**config.mk**
```make
export PLATFORM = sky130hd
export DESIGN_NAME = packet_chunk_fragmenter
export DESIGN_NICKNAME = d
export VERILOG_FILES = /design/src/rtl/core/pcf_pkg.sv /design/src/rtl/core/pcf_front.sv /design/src/rtl/core/pcf_queue.sv /design/src/rtl/core/pcf_back.sv /design/src/rtl/core/packet_chunk_fragmenter.sv
export SDC_FILE = /design/constraint.sdc
export NUM_CORES = 1
export LEC_CHECK = 0
export ABC_CLOCK_PERIOD_IN_PS = 18700
export BUFFER_PORTS_ARGS = -buffer_cell sky130_fd_sc_hd__buf_2
export CAP_MARGIN = 0
export CORE_MARGIN = 8
export CORE_UTILIZATION = 55
export DETAILED_ROUTE_END_ITERATION = 10
export GPL_TIMING_DRIVEN = 0
export PLACE_DENSITY_LB_ADDON = 0.25
export SETUP_SLACK_MARGIN = 0.1
export SLEW_MARGIN = 25
export SYNTH_ARGS = -nofsm -noshare
export SYNTH_HDL_FRONTEND = slang
export SYNTH_SLANG_ARGS = --single-unit
export TNS_END_PERCENT = 5
```
**constraint.sdc**
```tcl
create_clock -name clk -period 18.7 [get_ports clk]
set_input_delay 0.935 -clock clk [delete_from_list [all_inputs] [get_ports clk]]
set_output_delay 0.935 -clock clk [all_outputs]
set_load 0.02 [all_outputs]
```
**src/rtl/core/pcf_pkg.sv**
```systemverilog
`timescale 1ns / 1ps
// Shared types, constants and codes of the packet chunk fragmenter.
package pcf_pkg;

  localparam int HEADER_BYTES = 7;
  localparam int MAX_OUT_MTU  = 512;
  localparam int MAX_IN_LEN   = 65535;
  localparam int MAX_RESULTS  = 64;
  localparam int CNT_W        = $clog2(MAX_RESULTS);
  localparam int QUEUE_DEPTH  = 4;
  localparam int QPTR_W       = $clog2(QUEUE_DEPTH);

  // item mode codes
  localparam logic [1:0] MODE_PACKET = 2'd0;
  localparam logic [1:0] MODE_BUFFER = 2'd1;
  localparam logic [1:0] MODE_TICK   = 2'd2;
  localparam logic [1:0] MODE_CANCEL = 2'd3;

  // command codes passed to the back end
  localparam logic [1:0] OP_PACKET = 2'd0;
  localparam logic [1:0] OP_BUFFER = 2'd1;
  localparam logic [1:0] OP_TICK   = 2'd2;
  localparam logic [1:0] OP_CANCEL = 2'd3;

  // register indexes (byte address bits [3:2])
  localparam logic [1:0] REG_BUF_SIZE      = 2'd0;
  localparam logic [1:0] REG_CHUNK_LIMIT   = 2'd1;
  localparam logic [1:0] REG_FLUSH_MODE    = 2'd2;
  localparam logic [1:0] REG_LATENCY_TICKS = 2'd3;

  localparam logic [9:0]  RST_BUF_SIZE      = 10'd512;
  localparam logic [15:0] RST_CHUNK_LIMIT   = 16'd0;
  localparam logic        RST_FLUSH_MODE    = 1'b1;
  localparam logic [15:0] RST_LATENCY_TICKS = 16'd0;

  typedef struct packed {
    logic [1:0]  mode;
    logic [15:0] packet_len;
  } item_t;

  typedef struct packed {
    logic        has_chunk;
    logic [15:0] frame_number;
    logic [15:0] chunk_pos;
    logic [15:0] chunk_bytes;
    logic        chunk_is_last;
    logic [8:0]  chunk_offset;
    logic        input_done;
    logic        output_done;
    logic [9:0]  output_len;
    logic        last;
  } result_t;

  typedef struct packed {
    logic [1:0]  op;
    logic [15:0] len;
  } cmd_t;

  typedef struct packed {
    logic [9:0]  buf_size;
    logic [15:0] chunk_limit;
    logic        flush_mode;
    logic [15:0] latency_ticks;
  } cfg_t;

endpackage

```
**src/rtl/core/pcf_front.sv**
```systemverilog
`timescale 1ns / 1ps
// Front end: takes item beats and turns them into queued commands.
module pcf_front (
  input  logic           item_valid,
  output logic           item_stall,
  input  pcf_pkg::item_t item,
  input  logic           q_full,
  output logic           q_push,
  output pcf_pkg::cmd_t  q_cmd
);
  import pcf_pkg::*;

  assign item_stall = q_full;
  assign q_push     = item_valid && !q_full;

  always_comb begin
    q_cmd.len = item.packet_len;
    // saturate to the largest packet the back end tracks
    if (17'(item.packet_len) > 17'(MAX_IN_LEN)) begin
      q_cmd.len = 16'(MAX_IN_LEN);
    end
    case (item.mode)
      MODE_PACKET: q_cmd.op = OP_PACKET;
      MODE_BUFFER: q_cmd.op = OP_BUFFER;
      MODE_TICK:   q_cmd.op = OP_TICK;
      MODE_CANCEL: q_cmd.op = OP_CANCEL;
      default:     q_cmd.op = OP_CANCEL;
    endcase
  end

endmodule

```
**src/rtl/core/pcf_queue.sv**
```systemverilog
`timescale 1ns / 1ps
// Short command queue between front and back end.
module pcf_queue (
  input  logic          clk,
  input  logic          rst,
  input  logic          push,
  input  pcf_pkg::cmd_t push_cmd,
  output logic          full,
  input  logic          pop,
  output logic          not_empty,
  output pcf_pkg::cmd_t head
);
  import pcf_pkg::*;

  cmd_t                entries [QUEUE_DEPTH];
  logic [QPTR_W-1:0]   wr_ptr;
  logic [QPTR_W-1:0]   rd_ptr;
  logic [QPTR_W:0]     count;

  assign full      = (count == (QPTR_W+1)'(QUEUE_DEPTH));
  assign not_empty = (count != '0);
  assign head      = entries[rd_ptr];

  always_ff @(posedge clk) begin
    if (push) begin
      entries[wr_ptr] <= push_cmd;
    end
  end

  always_ff @(posedge clk) begin
    if (rst) begin
      wr_ptr <= '0;
      rd_ptr <= '0;
      count  <= '0;
    end else begin
      if (push) begin
        wr_ptr <= wr_ptr + 1'b1;
      end
      if (pop) begin
        rd_ptr <= rd_ptr + 1'b1;
      end
      if (push && !pop) begin
        count <= count + 1'b1;
      end else if (pop && !push) begin
        count <= count - 1'b1;
      end
    end
  end

endmodule

```
**src/rtl/core/pcf_back.sv**
```systemverilog
`timescale 1ns / 1ps
// Back end: fragmenter state, chunk loop and output register.
module pcf_back (
  input  logic             clk,
  input  logic             rst,
  input  pcf_pkg::cfg_t    cfg,
  input  logic             cmd_valid,
  input  pcf_pkg::cmd_t    cmd,
  output logic             cmd_pop,
  output logic             result_valid,
  input  logic             result_stall,
  output pcf_pkg::result_t result
);
  import pcf_pkg::*;

  localparam logic S_IDLE  = 1'b0;
  localparam logic S_WRITE = 1'b1;

  logic        state, state_next;
  logic        input_pending, input_pending_next;
  logic [15:0] input_length, input_length_next;
  logic [15:0] input_consumed, input_consumed_next;
  logic        output_held, output_held_next;
  logic [9:0]  output_fill, output_fill_next;
  logic [15:0] frame_counter, frame_counter_next;
  logic        timer_running, timer_running_next;
  logic [15:0] timer_count, timer_count_next;
  logic [CNT_W-1:0] chunk_cnt, chunk_cnt_next;

  logic    slot_free;
  logic    emit;
  result_t emit_data;

  // chunk step datapath
  logic [9:0]  mtu_eff;
  logic [11:0] room, room_n;
  logic        room_pos, room_n_pos;
  logic [15:0] left, left_n;
  logic [9:0]  c_fit, c_len;
  logic [9:0]  fill_n;
  logic        in_done, finish, last_step;

  assign slot_free = !result_valid || !result_stall;

  always_comb begin
    mtu_eff = (cfg.buf_size > 10'(MAX_OUT_MTU)) ? 10'(MAX_OUT_MTU) : cfg.buf_size;
    room     = {2'b00, mtu_eff} - {2'b00, output_fill} - 12'(HEADER_BYTES);
    room_pos = !room[11] && (room != '0);
    left     = input_length - input_consumed;
    c_fit    = (left < {6'b0, room[9:0]}) ? left[9:0] : room[9:0];
    c_len    = c_fit;
    if ((cfg.chunk_limit != '0) && (cfg.chunk_limit < {6'b0, c_fit})) begin
      c_len = cfg.chunk_limit[9:0];
    end
    fill_n     = output_fill + 10'(HEADER_BYTES) + c_len;
    left_n     = left - {6'b0, c_len};
    room_n     = {2'b00, mtu_eff} - {2'b00, fill_n} - 12'(HEADER_BYTES);
    room_n_pos = !room_n[11] && (room_n != '0);
    in_done    = (left_n == '0);
    last_step  = !(left_n != '0 && room_n_pos && chunk_cnt != CNT_W'(MAX_RESULTS - 1));
    // result cap reached with input left counts as a full buffer
    finish     = !room_n_pos || !cfg.flush_mode ||
                 (chunk_cnt == CNT_W'(MAX_RESULTS - 1) && !in_done);
  end

  always_comb begin
    state_next          = state;
    input_pending_next  = input_pending;
    input_length_next   = input_length;
    input_consumed_next = input_consumed;
    output_held_next    = output_held;
    output_fill_next    = output_fill;
    frame_counter_next  = frame_counter;
    timer_running_next  = timer_running;
    timer_count_next    = timer_count;
    chunk_cnt_next      = chunk_cnt;
    cmd_pop             = 1'b0;
    emit                = 1'b0;
    emit_data           = '0;
    case (state)
      S_IDLE: begin
        if (cmd_valid && slot_free) begin
          cmd_pop = 1'b1;
          case (cmd.op)
            OP_PACKET: begin
              if (!input_pending) begin
                input_pending_next  = 1'b1;
                input_length_next   = cmd.len;
                input_consumed_next = '0;
                if (output_held) begin
                  state_next     = S_WRITE;
                  chunk_cnt_next = '0;
                end
              end
            end
            OP_BUFFER: begin
              if (!output_held) begin
                output_held_next = 1'b1;
                output_fill_next = '0;
                if (input_pending) begin
                  state_next     = S_WRITE;
                  chunk_cnt_next = '0;
                end
              end
            end
            OP_TICK: begin
              if (timer_running) begin
                if (timer_count < cfg.latency_ticks) begin
                  timer_count_next = timer_count + 1'b1;
                end else begin
                  timer_running_next = 1'b0;
                  timer_count_next   = '0;
                  if (output_held) begin
                    output_held_next      = 1'b0;
                    emit                  = 1'b1;
                    emit_data.output_done = 1'b1;
                    emit_data.output_len  = output_fill;
                    emit_data.last        = 1'b1;
                  end
                end
              end
            end
            OP_CANCEL: begin
              if (input_pending && !output_held) begin
                input_pending_next = 1'b0;
              end
            end
            default: ;
          endcase
        end
      end
      S_WRITE: begin
        if (slot_free) begin
          emit = 1'b1;
          if (!room_pos) begin
            // no room for header plus a byte: release buffer, input stays
            emit_data.output_done = 1'b1;
            emit_data.output_len  = output_fill;
            emit_data.last        = 1'b1;
            output_held_next      = 1'b0;
            timer_running_next    = 1'b0;
            timer_count_next      = '0;
            state_next            = S_IDLE;
          end else begin
            emit_data.has_chunk     = 1'b1;
            emit_data.frame_number  = frame_counter;
            emit_data.chunk_pos     = input_consumed;
            emit_data.chunk_bytes   = {6'b0, c_len};
            emit_data.chunk_is_last = ({6'b0, c_len} == left);
            emit_data.chunk_offset  = output_fill[8:0];
            input_consumed_next     = input_consumed + {6'b0, c_len};
            output_fill_next        = fill_n;
            chunk_cnt_next          = chunk_cnt + 1'b1;
            if (last_step) begin
              emit_data.last = 1'b1;
              state_next     = S_IDLE;
              if (in_done) begin
                emit_data.input_done = 1'b1;
                input_pending_next   = 1'b0;
                frame_counter_next   = frame_counter + 1'b1;
              end
              if (finish) begin
                emit_data.output_done = 1'b1;
                emit_data.output_len  = fill_n;
                output_held_next      = 1'b0;
                timer_running_next    = 1'b0;
                timer_count_next      = '0;
              end else if (!timer_running) begin
                timer_running_next = 1'b1;
                timer_count_next   = '0;
              end
            end
          end
        end
      end
      default: state_next = S_IDLE;
    endcase
  end

  always_ff @(posedge clk) begin
    if (rst) begin
      state          <= S_IDLE;
      input_pending  <= 1'b0;
      input_length   <= '0;
      input_consumed <= '0;
      output_held    <= 1'b0;
      output_fill    <= '0;
      frame_counter  <= '0;
      timer_running  <= 1'b0;
      timer_count    <= '0;
      chunk_cnt      <= '0;
      result_valid   <= 1'b0;
    end else begin
      state          <= state_next;
      input_pending  <= input_pending_next;
      input_length   <= input_length_next;
      input_consumed <= input_consumed_next;
      output_held    <= output_held_next;
      output_fill    <= output_fill_next;
      frame_counter  <= frame_counter_next;
      timer_running  <= timer_running_next;
      timer_count    <= timer_count_next;
      chunk_cnt      <= chunk_cnt_next;
      if (slot_free) begin
        result_valid <= emit;
      end
    end
  end

  always_ff @(posedge clk) begin
    if (slot_free && emit) begin
      result <= emit_data;
    end
  end

  a_write_needs_both: assert property (@(posedge clk) disable iff (rst)
    (state == S_WRITE) |-> (input_pending && output_held))
    else $error("chunk loop running without input and buffer");

  a_fill_bound: assert property (@(posedge clk) disable iff (rst)
    output_fill <= 10'(MAX_OUT_MTU))
    else $error("output fill beyond buffer size");

  a_consumed_bound: assert property (@(posedge clk) disable iff (rst)
    input_consumed <= input_length)
    else $error("consumed more than packet length");

  a_bare_is_final: assert property (@(posedge clk) disable iff (rst)
    (result_valid && !result.has_chunk) |-> (result.last && result.output_done))
    else $error("chunkless beat that does not close the buffer");

endmodule

```
**src/rtl/core/packet_chunk_fragmenter.sv**
```systemverilog
`timescale 1ns / 1ps
// Top level of the packet chunk fragmenter: register port, front, queue, back.
//
//   port group | dir | beat / access         | flow control
//   -----------+-----+-----------------------+----------------------------
//   item       | in  | item_t (mode, length) | item_valid / item_stall
//   result     | out | result_t descriptor   | result_valid / result_stall
//   apb        | in  | 4 x 32-bit registers  | pready tied high
//
// An item enters the 4-deep command queue in its accept cycle. The back end
// takes one command per cycle when idle and not stalled; packet and buffer
// events that start a write then hold it for up to 64 chunk descriptor beats.
// Reset is synchronous; registers return to their defaults, no clearing pass.
// result_stall holds the output register and the back end behind it; once the
// queue is full, item_stall rises.
module packet_chunk_fragmenter (
  input  logic             clk,
  input  logic             rst,
  input  logic             item_valid,
  output logic             item_stall,
  input  pcf_pkg::item_t   item,
  output logic             result_valid,
  input  logic             result_stall,
  output pcf_pkg::result_t result,
  input  logic             psel,
  input  logic             penable,
  input  logic             pwrite,
  input  logic [3:0]       paddr,
  input  logic [31:0]      pwdata,
  output logic [31:0]      prdata,
  output logic             pready
);
  import pcf_pkg::*;

  cfg_t cfg;
  logic cfg_wr;

  logic q_push, q_full, q_pop, q_not_empty;
  cmd_t q_in, q_head;

  assign pready = 1'b1;
  assign cfg_wr = psel && penable && pwrite && pready;

  always_ff @(posedge clk) begin
    if (rst) begin
      cfg.buf_size      <= RST_BUF_SIZE;
      cfg.chunk_limit   <= RST_CHUNK_LIMIT;
      cfg.flush_mode    <= RST_FLUSH_MODE;
      cfg.latency_ticks <= RST_LATENCY_TICKS;
    end else if (cfg_wr) begin
      case (paddr[3:2])
        REG_BUF_SIZE:      cfg.buf_size      <= pwdata[9:0];
        REG_CHUNK_LIMIT:   cfg.chunk_limit   <= pwdata[15:0];
        REG_FLUSH_MODE:    cfg.flush_mode    <= pwdata[0];
        REG_LATENCY_TICKS: cfg.latency_ticks <= pwdata[15:0];
        default: ;
      endcase
    end
  end

  always_comb begin
    case (paddr[3:2])
      REG_BUF_SIZE:      prdata = {22'b0, cfg.buf_size};
      REG_CHUNK_LIMIT:   prdata = {16'b0, cfg.chunk_limit};
      REG_FLUSH_MODE:    prdata = {31'b0, cfg.flush_mode};
      REG_LATENCY_TICKS: prdata = {16'b0, cfg.latency_ticks};
      default:           prdata = '0;
    endcase
  end

  pcf_front u_front (
    .item_valid (item_valid),
    .item_stall (item_stall),
    .item       (item),
    .q_full     (q_full),
    .q_push     (q_push),
    .q_cmd      (q_in)
  );

  pcf_queue u_queue (
    .clk       (clk),
    .rst       (rst),
    .push      (q_push),
    .push_cmd  (q_in),
    .full      (q_full),
    .pop       (q_pop),
    .not_empty (q_not_empty),
    .head      (q_head)
  );

  pcf_back u_back (
    .clk          (clk),
    .rst          (rst),
    .cfg          (cfg),
    .cmd_valid    (q_not_empty),
    .cmd          (q_head),
    .cmd_pop      (q_pop),
    .result_valid (result_valid),
    .result_stall (result_stall),
    .result       (result)
  );

endmodule
```
==> results of run 1 <==
==> metrics by stage <==
| stage | utilization | cells |
|---|---|---|
| floorplan | - | 1706 |
| global placement | 0.601 | 2214 |
| detailed placement | 0.602 | 2217 |
| CTS | 0.634 | 2271 |
| global route | 0.634 | 2271 |
| finish | 0.634 | 2271 |
==> cell usage in the layout, fill, tap and decap left out, types with 8 or more instances in the layout <==
cell type                   count
sky130_fd_sc_hd__nand2_1      194
sky130_fd_sc_hd__ha_1         110
sky130_fd_sc_hd__and3_1        20
sky130_fd_sc_hd__nand3_1       34
sky130_fd_sc_hd__edfxtp_1     138
sky130_fd_sc_hd__mux2_2         9
sky130_fd_sc_hd__a21o_1        27
sky130_fd_sc_hd__clkinv_2       9
sky130_fd_sc_hd__nor3_1        23
sky130_fd_sc_hd__mux2i_1       38
sky130_fd_sc_hd__o211ai_1      10
sky130_fd_sc_hd__o21a_1        11
sky130_fd_sc_hd__nor4_1        12
sky130_fd_sc_hd__nand2b_1      17
sky130_fd_sc_hd__buf_2        128
sky130_fd_sc_hd__o22ai_1       16
sky130_fd_sc_hd__and2_1        30
sky130_fd_sc_hd__nor2_1       152
sky130_fd_sc_hd__inv_1         96
sky130_fd_sc_hd__xnor2_1       46
sky130_fd_sc_hd__xor2_1        20
sky130_fd_sc_hd__o21ai_0       52
sky130_fd_sc_hd__conb_1        23
sky130_fd_sc_hd__a21oi_1      134
sky130_fd_sc_hd__clkbuf_1      60
sky130_fd_sc_hd__o21bai_1      13
sky130_fd_sc_hd__nand4_1       11
sky130_fd_sc_hd__a22oi_1       10
sky130_fd_sc_hd__buf_4         26
sky130_fd_sc_hd__or3_1         20
sky130_fd_sc_hd__a311oi_1      16
sky130_fd_sc_hd__a211o_1        8
sky130_fd_sc_hd__mux4_2        19
sky130_fd_sc_hd__clkbuf_16     29
sky130_fd_sc_hd__a211oi_1      13
sky130_fd_sc_hd__dfxtp_1      137
sky130_fd_sc_hd__or2_2          8
sky130_fd_sc_hd__nor2b_1       35
==> cell families after synthesis <==
group,share of synthesized area
DFF,0.429
AOI/OAI and AO/OA,0.154
muxes,0.0574
adders and majority gates,0.0926
other,0.000468
and+or+nand+nor,0.181
buffers and inverters,0.0503
xor gates and xnor gates,0.0360
==> worst paths after layout <==
check	startpoint	endpoint	slack [ns]	depth (start not counted)
min	cfg[6]	cfg[6]	0.46	2
max reg2reg	cfg[34]	u_back.timer_count[14]	5.80	53
min reg2reg	cfg[6]	cfg[6]	0.46	2
max	cfg[34]	u_back.timer_count[14]	5.80	53
==> registers in the layout, indices dropped and copies added (netlist names), named ones only <==
| signal | count |
|---|---|
| u_queue.entries | 72 |
| u_back.result | 66 |
| cfg | 43 |
| u_back.frame_counter | 16 |
| u_back.input_consumed | 16 |
| u_back.input_length | 16 |
| u_back.timer_count | 16 |
| u_back.output_fill | 10 |
| u_back.chunk_cnt | 6 |
| u_queue.count | 3 |
| u_queue.rd_ptr | 2 |
| u_queue.wr_ptr | 2 |
| u_back.input_pending | 1 |
| u_back.output_held | 1 |
| u_back.result_valid | 1 |
| u_back.state | 1 |
| u_back.timer_running | 1 |
==> final cells by class <==
cell class,instances,area (um2)
Fill cell,2453,10500
Multi-Input combinational cell,1243,8450
Sequential cell,275,6890
Clock buffer,34,754
Timing Repair Buffer,127,656
Tap cell,384,480
Buffer,91,444
Inverter,97,364
Clock inverter,20,170
==> tightest hold or removal path: stages, from the launching register on <==
cell	delay [ns]
sky130_fd_sc_hd__dfxtp_1	0.31
sky130_fd_sc_hd__nand2_1	0.05
sky130_fd_sc_hd__a21oi_1	0.05
==> per-layer routing <==
metal	up-vias	part of all wire	wire length [um]	track usage
li1	6376	-	-	-
met1	6234	0.43	18200	0.311
met2	529	0.46	19500	0.383
met3	69	0.079	3340	0.0341
met4	0	0.028	1180	0.0754
met5	-	0	0	0
==> impl_metrics.toml, run 1 <==
[cts]
post_cts.repair.setup_buffers = 0
clock_tree.htree_level_count = 1
cts_tree = "yes"
clock_tree.root_cell = "sky130_fd_sc_hd__clkbuf_16"
clock_sink_count = 275
clockBufferDepth = 3
post_cts_hold_buffer_count = 0
clkTransAtPathRegs_ns = 0.06
cts-buffers-inserted = 29
clk-insertion-delay-late_ns = 0.57
cts_resized = 0

[global_route]
largest_net_degree_at_the_start_of_global_routing = 46
gr-total-overflow = 0
grt_first_pass_wirelength_um = 67000
grt_antenna_before_repair = 0
vias_in_the_first_global_route = 12800
grt_util_all_layers = 0.233

[final_layout]
fin_area_um2 = 18200
layout-area-overhead-vs-synth_pct = 13.4
antenna-diode-count = 0
drive_gt1_frac = 0.137
final_net_count = 2040

[synthesis]
portion_of_the_post_synthesis_area_used_by_sequential_elements = 0.429
yosys.cell_types.count = 92
yosys.cell_count.top_type = "sky130_fd_sc_hd__nand2_1"
async_flop_share = 0
ys_warn_count = 0
ys_ff_latch = 275
ys.flop_type = "sky130_fd_sc_hd__edfxtp_1"
synthCells = 1685
post_synth_design_cell_area_um2 = 16100
cell_type_with_the_largest_total_area_after_synthesis = "sky130_fd_sc_hd__edfxtp_1"
edff_count_synth = 138
synth_top_cell_area_share = 0.258
ys_top_cells_by_area = "sky130_fd_sc_hd__edfxtp_1 26%, sky130_fd_sc_hd__dfxtp_1 17%, sky130_fd_sc_hd__ha_1 8.6%"
post_synth_most_frequent_cells = "195 x sky130_fd_sc_hd__nand2_1, 152 x sky130_fd_sc_hd__nor2_1, 138 x sky130_fd_sc_hd__edfxtp_1, 137 x sky130_fd_sc_hd__dfxtp_1, 134 x sky130_fd_sc_hd__a21oi_1"
postSynthAreaPerCell_um2 = 9.53

[routing]
drt-initial-drc-count = 1187
route.detailed.vias_per_inst = 5.82
post-route-drc-count = 0
first_pass_iters = 5
antenna_violating_nets_post_route = 0
route.detailed.wl_per_inst_um = 18.6
postRouteWirelength_um = 42200
vias_post_dr = 13200

[place]
placement.io_buffers = 124
post-place-ws_ns = 6.10
place.detailed.hpwl_um = 32600
gp_routability_congestion = 0.932
placement.cell_area_um2 = 17300

[sta]
slew_violations = 0
hold_worst_slack_ns = 0.456
max-slew-margin-rel = 0.342
tns_ns = 0
fmax_ghz = 0.0775
setup_viol = 0
timing.final.crit_share = 0.690
period_needed_ns = 12.90
final.setup.worst_slack_ns = 5.80
rsz_0062_raised_after_global_routing = "false"
final-hold-violation-count = 0
worst_slew_pin_slew_ns = 0.976
final.setup_skew_ns = 0.0200

[floorplan]
die_height_um = 187
design.portCount = 168
rows = 62
core_area_um2 = 28700
die_w_um = 187
die_area_um2 = 34900
initial_core_util = 0.559

[worst_setup_path]
worstSetupEndpointType = "flop"
critical-path-top-delay-family = "compound AO/OA/AOI/OAI gates"
path_buf_inv = 4
crit_path_top_delay_cell = "sky130_fd_sc_hd__o22ai_1"
critPathArrivalTime_ns = 13.30
critPathMaxFanout = 10
timing.critical_path.slowest_cell_delay_ns = 0.54
crit_type = "reg -> reg"
wp_data_required_ns = 19.11
cp-start-kind = "flop"

[flow_run]
max_cap_viol_count = 0

[hold_path]
min_path_type = "reg -> reg"

[run_status]
run_status = "finished, final reports clean"
Power of run 1 is not shown: default switching activity piles up to over one toggle a cycle in this logic, so the estimate is an artifact.
==> inputs of run 2 (changes only) <==
--- a/config.mk
+++ b/config.mk
@@ -5,7 +5,8 @@
 export SDC_FILE = /design/constraint.sdc
 export NUM_CORES = 1
 export LEC_CHECK = 0
-export ABC_CLOCK_PERIOD_IN_PS = 18700
+export ABC_AREA = 1
+export ABC_CLOCK_PERIOD_IN_PS = 12200
 export BUFFER_PORTS_ARGS = -buffer_cell sky130_fd_sc_hd__buf_2
 export CAP_MARGIN = 0
 export CORE_MARGIN = 8
==> constraint.sdc (replaced) <==
create_clock -name clk -period 12.2 [get_ports clk]
set_input_delay 0.61 -clock clk [delete_from_list [all_inputs] [get_ports clk]]
set_output_delay 0.61 -clock clk [all_outputs]
set_load 0.02 [all_outputs]
==> run 2 against run 1 <==
Net effect:
- via count grew 12%
- register-to-register slack lost 4.7 ns
- design area rose by 2.3%
- highest routed layer unchanged
==> impl_metrics.toml, run 2 <==
[cts]
clock_tree.htree_level_count = 1
clockBufferDepth = 3
post_cts.repair.setup_buffers = 0
clock_tree.root_cell = "sky130_fd_sc_hd__clkbuf_16"
clk-insertion-delay-late_ns = 0.58
clock_sink_count = 275
cts_resized = 0
cts_tree = "yes"
cts-buffers-inserted = 30
clkTransAtPathRegs_ns = 0.06
post_cts_hold_buffer_count = 0

[global_route]
grt_antenna_before_repair = 2
grt_first_pass_wirelength_um = 71100
vias_in_the_first_global_route = 13500
largest_net_degree_at_the_start_of_global_routing = 56
gr-total-overflow = 0
grt_util_all_layers = 0.243

[synthesis]
portion_of_the_post_synthesis_area_used_by_sequential_elements = 0.421
yosys.cell_types.count = 59
async_flop_share = 0
synth_top_cell_area_share = 0.253
cell_type_with_the_largest_total_area_after_synthesis = "sky130_fd_sc_hd__edfxtp_1"
yosys.cell_count.top_type = "sky130_fd_sc_hd__nand2_1"
ys_warn_count = 0
synthCells = 2099
ys_top_cells_by_area = "sky130_fd_sc_hd__edfxtp_1 25%, sky130_fd_sc_hd__dfxtp_1 17%, sky130_fd_sc_hd__nand2_1 8.5%"
post_synth_most_frequent_cells = "369 x sky130_fd_sc_hd__nand2_1, 303 x sky130_fd_sc_hd__nor2_1, 264 x sky130_fd_sc_hd__inv_1, 172 x sky130_fd_sc_hd__o21ai_0, 144 x sky130_fd_sc_hd__a21oi_1"
edff_count_synth = 138
postSynthAreaPerCell_um2 = 7.80
post_synth_design_cell_area_um2 = 16400
ys_ff_latch = 275
ys.flop_type = "sky130_fd_sc_hd__edfxtp_1"

[sta]
slew_violations = 0
setup_viol = 0
final-hold-violation-count = 0
period_needed_ns = 11.08
fmax_ghz = 0.0902
rsz_0062_raised_after_global_routing = "false"
max-slew-margin-rel = 0.416
tns_ns = 0
final.setup_skew_ns = 0.0165
worst_slew_pin_slew_ns = 0.866
final.setup.worst_slack_ns = 1.12
timing.final.crit_share = 0.908

[worst_setup_path]
critical-path-top-delay-family = "simple AND/OR/NAND/NOR gates"
crit_type = "reg -> reg"
wp_data_required_ns = 12.53
cp-start-kind = "flop"
worstSetupEndpointType = "flop"
critPathArrivalTime_ns = 11.41
critPathMaxFanout = 10
cp_common_cell = "sky130_fd_sc_hd__nand2_1"
crit_path_top_delay_cell = "sky130_fd_sc_hd__fa_1"
timing.critical_path.slowest_cell_delay_ns = 0.56
crit_start = "cfg[36]"
path_buf_inv = 10
r2r_start = "cfg[36]"

[floorplan]
core_area_um2 = 29500
design.portCount = 168
initial_core_util = 0.555
die_height_um = 189
die_w_um = 189
rows = 63
die_area_um2 = 35500

[final_layout]
final_common_cell = "sky130_fd_sc_hd__nand2_1"
final_layout_fill_cell_count = 2608
max_ffs_per_register = 72
final_net_count = 2457
layout_common_cells = "368 x sky130_fd_sc_hd__nand2_1, 299 x sky130_fd_sc_hd__nor2_1, 264 x sky130_fd_sc_hd__inv_1"
area.sequential_um2 = 6890
register_name_with_the_most_flops = "u_queue.entries"
layout-area-overhead-vs-synth_pct = 13.8
fin_util = 0.632
antenna-diode-count = 0
top_regs = "u_queue.entries: 72 flops, u_back.result: 66 flops, cfg: 43 flops"
drive_gt1_frac = 0.121
multi_input_area_um2 = 8140

[flow_run]
max_cap_viol_count = 0

[routing]
antenna_violating_nets_post_route = 0
vias_post_dr = 14800
post-route-drc-count = 0
route.detailed.vias_per_inst = 5.49
postRouteWirelength_um = 44800
first_pass_iters = 6
drt-initial-drc-count = 1274
route.detailed.wl_per_inst_um = 16.6

[place]
place.detailed.hpwl_um = 35100
gp_routability_congestion = 0.924
post-place-ws_ns = 1.40
placement.io_buffers = 124

[run_status]
run_status = "finished, final reports clean"

[hold_path]
min_path_type = "in -> reg"
min-delay-start = "item[12]"
==> run 2: cell count changes after synthesis, moves of 20 or more <==
cell / change
sky130_fd_sc_hd__or3_1: -20
sky130_fd_sc_hd__nand2_2: +23
sky130_fd_sc_hd__nand3_1: +69
sky130_fd_sc_hd__a21o_1: -23
sky130_fd_sc_hd__xnor2_1: -34
sky130_fd_sc_hd__nor2b_1: -35
sky130_fd_sc_hd__o21ai_0: +119
sky130_fd_sc_hd__nand4_1: +25
sky130_fd_sc_hd__nor2_1: +151
sky130_fd_sc_hd__nand2_1: +174
sky130_fd_sc_hd__inv_1: +168
sky130_fd_sc_hd__and2_1: -28
sky130_fd_sc_hd__mux2i_1: -38
sky130_fd_sc_hd__xor2_1: +20
==> run 2: cell families (layout without fill, tap and decap cells) <==
kind of cell    Yosys count  count (layout)  synth area share
simple gates            918             918             0.246
other cells               2              23          0.000459
compound gates          383             383             0.127
fa+ha+maj               115             115            0.0902
buf+inv                 354             539            0.0881
xor+xnor                 52              52            0.0278
flops                   275             275             0.421
==> run 2: cell type report <==
type	count	share of cell area
Multi-Input combinational cell	1491	0.437
Sequential cell	275	0.370
Inverter	273	0.0553
Clock buffer	43	0.0439
Timing Repair Buffer	129	0.0374
Tap cell	390	0.0262
Buffer	81	0.0221
Clock inverter	13	0.00853
==> run 2: path summary, 6_finish.rpt <==
| check | end | depth (start not counted) | slack (ns) |
|---|---|---|---|
| worst max register to register | u_back.result[11] | 57 | 1.12 |
| worst max-delay path | u_back.result[11] | 57 | 1.12 |
| worst min-delay path | u_queue.entries[2][12] | 1 | 0.24 |
| worst min register to register | u_back.input_pending | 2 | 0.47 |
==> run 2: stage by stage <==
step | area [um2] | hold slack, ns | std cells
after detailed placement | 17600 | 0.453 | 2639
after global placement | 17600 | 0.447 | 2634
after CTS | 18600 | 0.224 | 2695
after global routing | 18600 | 0.228 | 2695
final | 18600 | 0.244 | 2695
after floorplan | 16400 | 0.439 | 2120
==> run 2: worst reg2reg max path, delay by kind of cell, from the launching register on <==
kind | cells | cell delay (ns)
and+or+nand+nor | 23 | 3.38
DFF | 1 | 0.30
xor gates and xnor gates | 3 | 0.67
adders and majority gates | 7 | 2.42
buffers and inverters | 10 | 1.10
AOI/OAI and AO/OA | 14 | 2.96
==> run 2: metal layers <==
layer / wire length, um / up-vias / GRT usage
li1: - / 7298 / -
met1: 20000 / 6818 / 0.334
met2: 20100 / 590 / 0.389
met3: 3380 / 79 / 0.0375
met4: 1330 / 0 / 0.0752
met5: 0 / - / 0
Power of run 2 is left out for the same reason.
==> inputs of run 3 (changes only) <==
--- a/config.mk
+++ b/config.mk
@@ -7,11 +7,11 @@
 export LEC_CHECK = 0
 export ABC_AREA = 1
 export ABC_CLOCK_PERIOD_IN_PS = 12200
-export BUFFER_PORTS_ARGS = -buffer_cell sky130_fd_sc_hd__buf_2
 export CAP_MARGIN = 0
 export CORE_MARGIN = 8
 export CORE_UTILIZATION = 55
 export DETAILED_ROUTE_END_ITERATION = 10
+export DONT_BUFFER_PORTS = 1
 export GPL_TIMING_DRIVEN = 0
 export PLACE_DENSITY_LB_ADDON = 0.25
 export SETUP_SLACK_MARGIN = 0.1
==> run 3 against run 2 <==
Net effect:
- fmax fell by 1.1%
- non-clock buffer count fell by 124
- final cell count down 4.7%
- largest cell class unchanged
- highest routed layer unchanged
==> impl_metrics.toml, run 3 (synthesized netlist as in run 2, its figures left out) <==
[final_layout]
layout-area-overhead-vs-synth_pct = 9.95
final_common_cell = "sky130_fd_sc_hd__nand2_1"
final_layout_fill_cell_count = 2668
register_name_with_the_most_flops = "u_queue.entries"
top_regs = "u_queue.entries: 72 flops, u_back.result: 66 flops, cfg: 43 flops"
final_net_count = 2331
drive_gt1_frac = 0.0703
fin_area_um2 = 18000
area.sequential_um2 = 6890
layout_common_cells = "368 x sky130_fd_sc_hd__nand2_1, 299 x sky130_fd_sc_hd__nor2_1, 264 x sky130_fd_sc_hd__inv_1"
multi_input_area_um2 = 8140
antenna-diode-count = 0
max_ffs_per_register = 72

[sta]
tns_ns = 0
worst_slew_pin_slew_ns = 1.09
final.setup.worst_slack_ns = 0.994
slew_violations = 0
final.setup_skew_ns = 0.00834
final-hold-violation-count = 0
rsz_0062_raised_after_global_routing = "false"
fmax_ghz = 0.0892
max-slew-margin-rel = 0.267
setup_viol = 0
period_needed_ns = 11.21
timing.final.crit_share = 0.919

[run_status]
run_status = "finished, final reports clean"

[worst_setup_path]
critical-path-top-delay-family = "simple AND/OR/NAND/NOR gates"
crit_path_top_delay_cell = "sky130_fd_sc_hd__fa_1"
worstSetupEndpointType = "flop"
critPathMaxFanout = 10
crit_start = "cfg[35]"
worst-r2r-setup-slack_ns = 0.99
r2r_cells = 57
crit_path_end = "u_back.result[11]"
path_buf_inv = 11
crit_type = "reg -> reg"
cp-start-kind = "flop"
critical_path_depth = 57
rr_endpoint = "u_back.result[11]"
timing.critical_path.slowest_cell_delay_ns = 0.56
cp_common_cell = "sky130_fd_sc_hd__inv_1"
wp_data_required_ns = 12.61
r2r_start = "cfg[35]"
critPathArrivalTime_ns = 11.62

[global_route]
gr-total-overflow = 0
vias_in_the_first_global_route = 13300
largest_net_degree_at_the_start_of_global_routing = 54
grt_antenna_before_repair = 0
grt_first_pass_wirelength_um = 69300
grt_util_all_layers = 0.239

[cts]
clk-insertion-delay-late_ns = 0.55
clkTransAtPathRegs_ns = 0.06
cts_tree = "yes"
clock_tree.htree_level_count = 1
cts-buffers-inserted = 28
clockBufferDepth = 3
clock_sink_count = 275
post_cts_hold_buffer_count = 0
clock_tree.root_cell = "sky130_fd_sc_hd__clkbuf_16"
post_cts.repair.setup_buffers = 0
cts_resized = 0

[floorplan]
rows = 63
core_area_um2 = 29500
initial_core_util = 0.555
die_height_um = 189
die_area_um2 = 35500
die_w_um = 189
design.portCount = 168

[hold_path]
min_delay_path_depth = 0
min_path_type = "in -> reg"

[flow_run]
max_cap_viol_count = 0

[routing]
post-route-drc-count = 0
route.detailed.vias_per_inst = 5.52
route.detailed.wl_per_inst_um = 17.1
antenna_violating_nets_post_route = 0
postRouteWirelength_um = 43900
drt-initial-drc-count = 1191
vias_post_dr = 14200
first_pass_iters = 5

[place]
gp_routability_congestion = 0.958
place.detailed.hpwl_um = 34700
post-place-ws_ns = 1.29
placement.io_buffers = 0
placement.cell_area_um2 = 17000
[run 3: layer usage]
metal  GRT usage  part of all wire
met4      0.0794             0.030
met1       0.316              0.44
met2       0.384              0.45
met3      0.0503             0.077
met5           0                 0
[run 3: final cells by class]
| class | instances | area share |
|---|---|---|
| multi-input combinational | 1491 | 0.452 |
| sequential | 275 | 0.383 |
| inverter | 273 | 0.0572 |
| clock buffer | 42 | 0.0464 |
| tap | 390 | 0.0271 |
| buffer | 81 | 0.0229 |
| clock inverter | 10 | 0.00702 |
| timing repair buffer | 5 | 0.00466 |
[run 3: how the worst min path moves through the flow]
stage / startpoint / end / slack [ns]
finish: item[12] / u_queue.entries[0][12] / 0.16
global route: item[1] / u_queue.entries[1][1] / 0.13
global placement: u_back.input_pending / u_back.input_pending / 0.45
CTS: item[1] / u_queue.entries[1][1] / 0.13
detailed placement: u_back.input_pending / u_back.input_pending / 0.46
floorplan: u_back.input_pending / u_back.input_pending / 0.44
[run 3: metrics by stage]
stage	utilization	hold slack, ns	instances
global route	0.610	0.131	2567
detailed placement	0.578	0.459	2515
CTS	0.610	0.131	2567
finish	0.610	0.156	2567
global placement	0.574	0.446	2510
floorplan	-	0.439	2120
Power of run 3 is left out for the same reason.
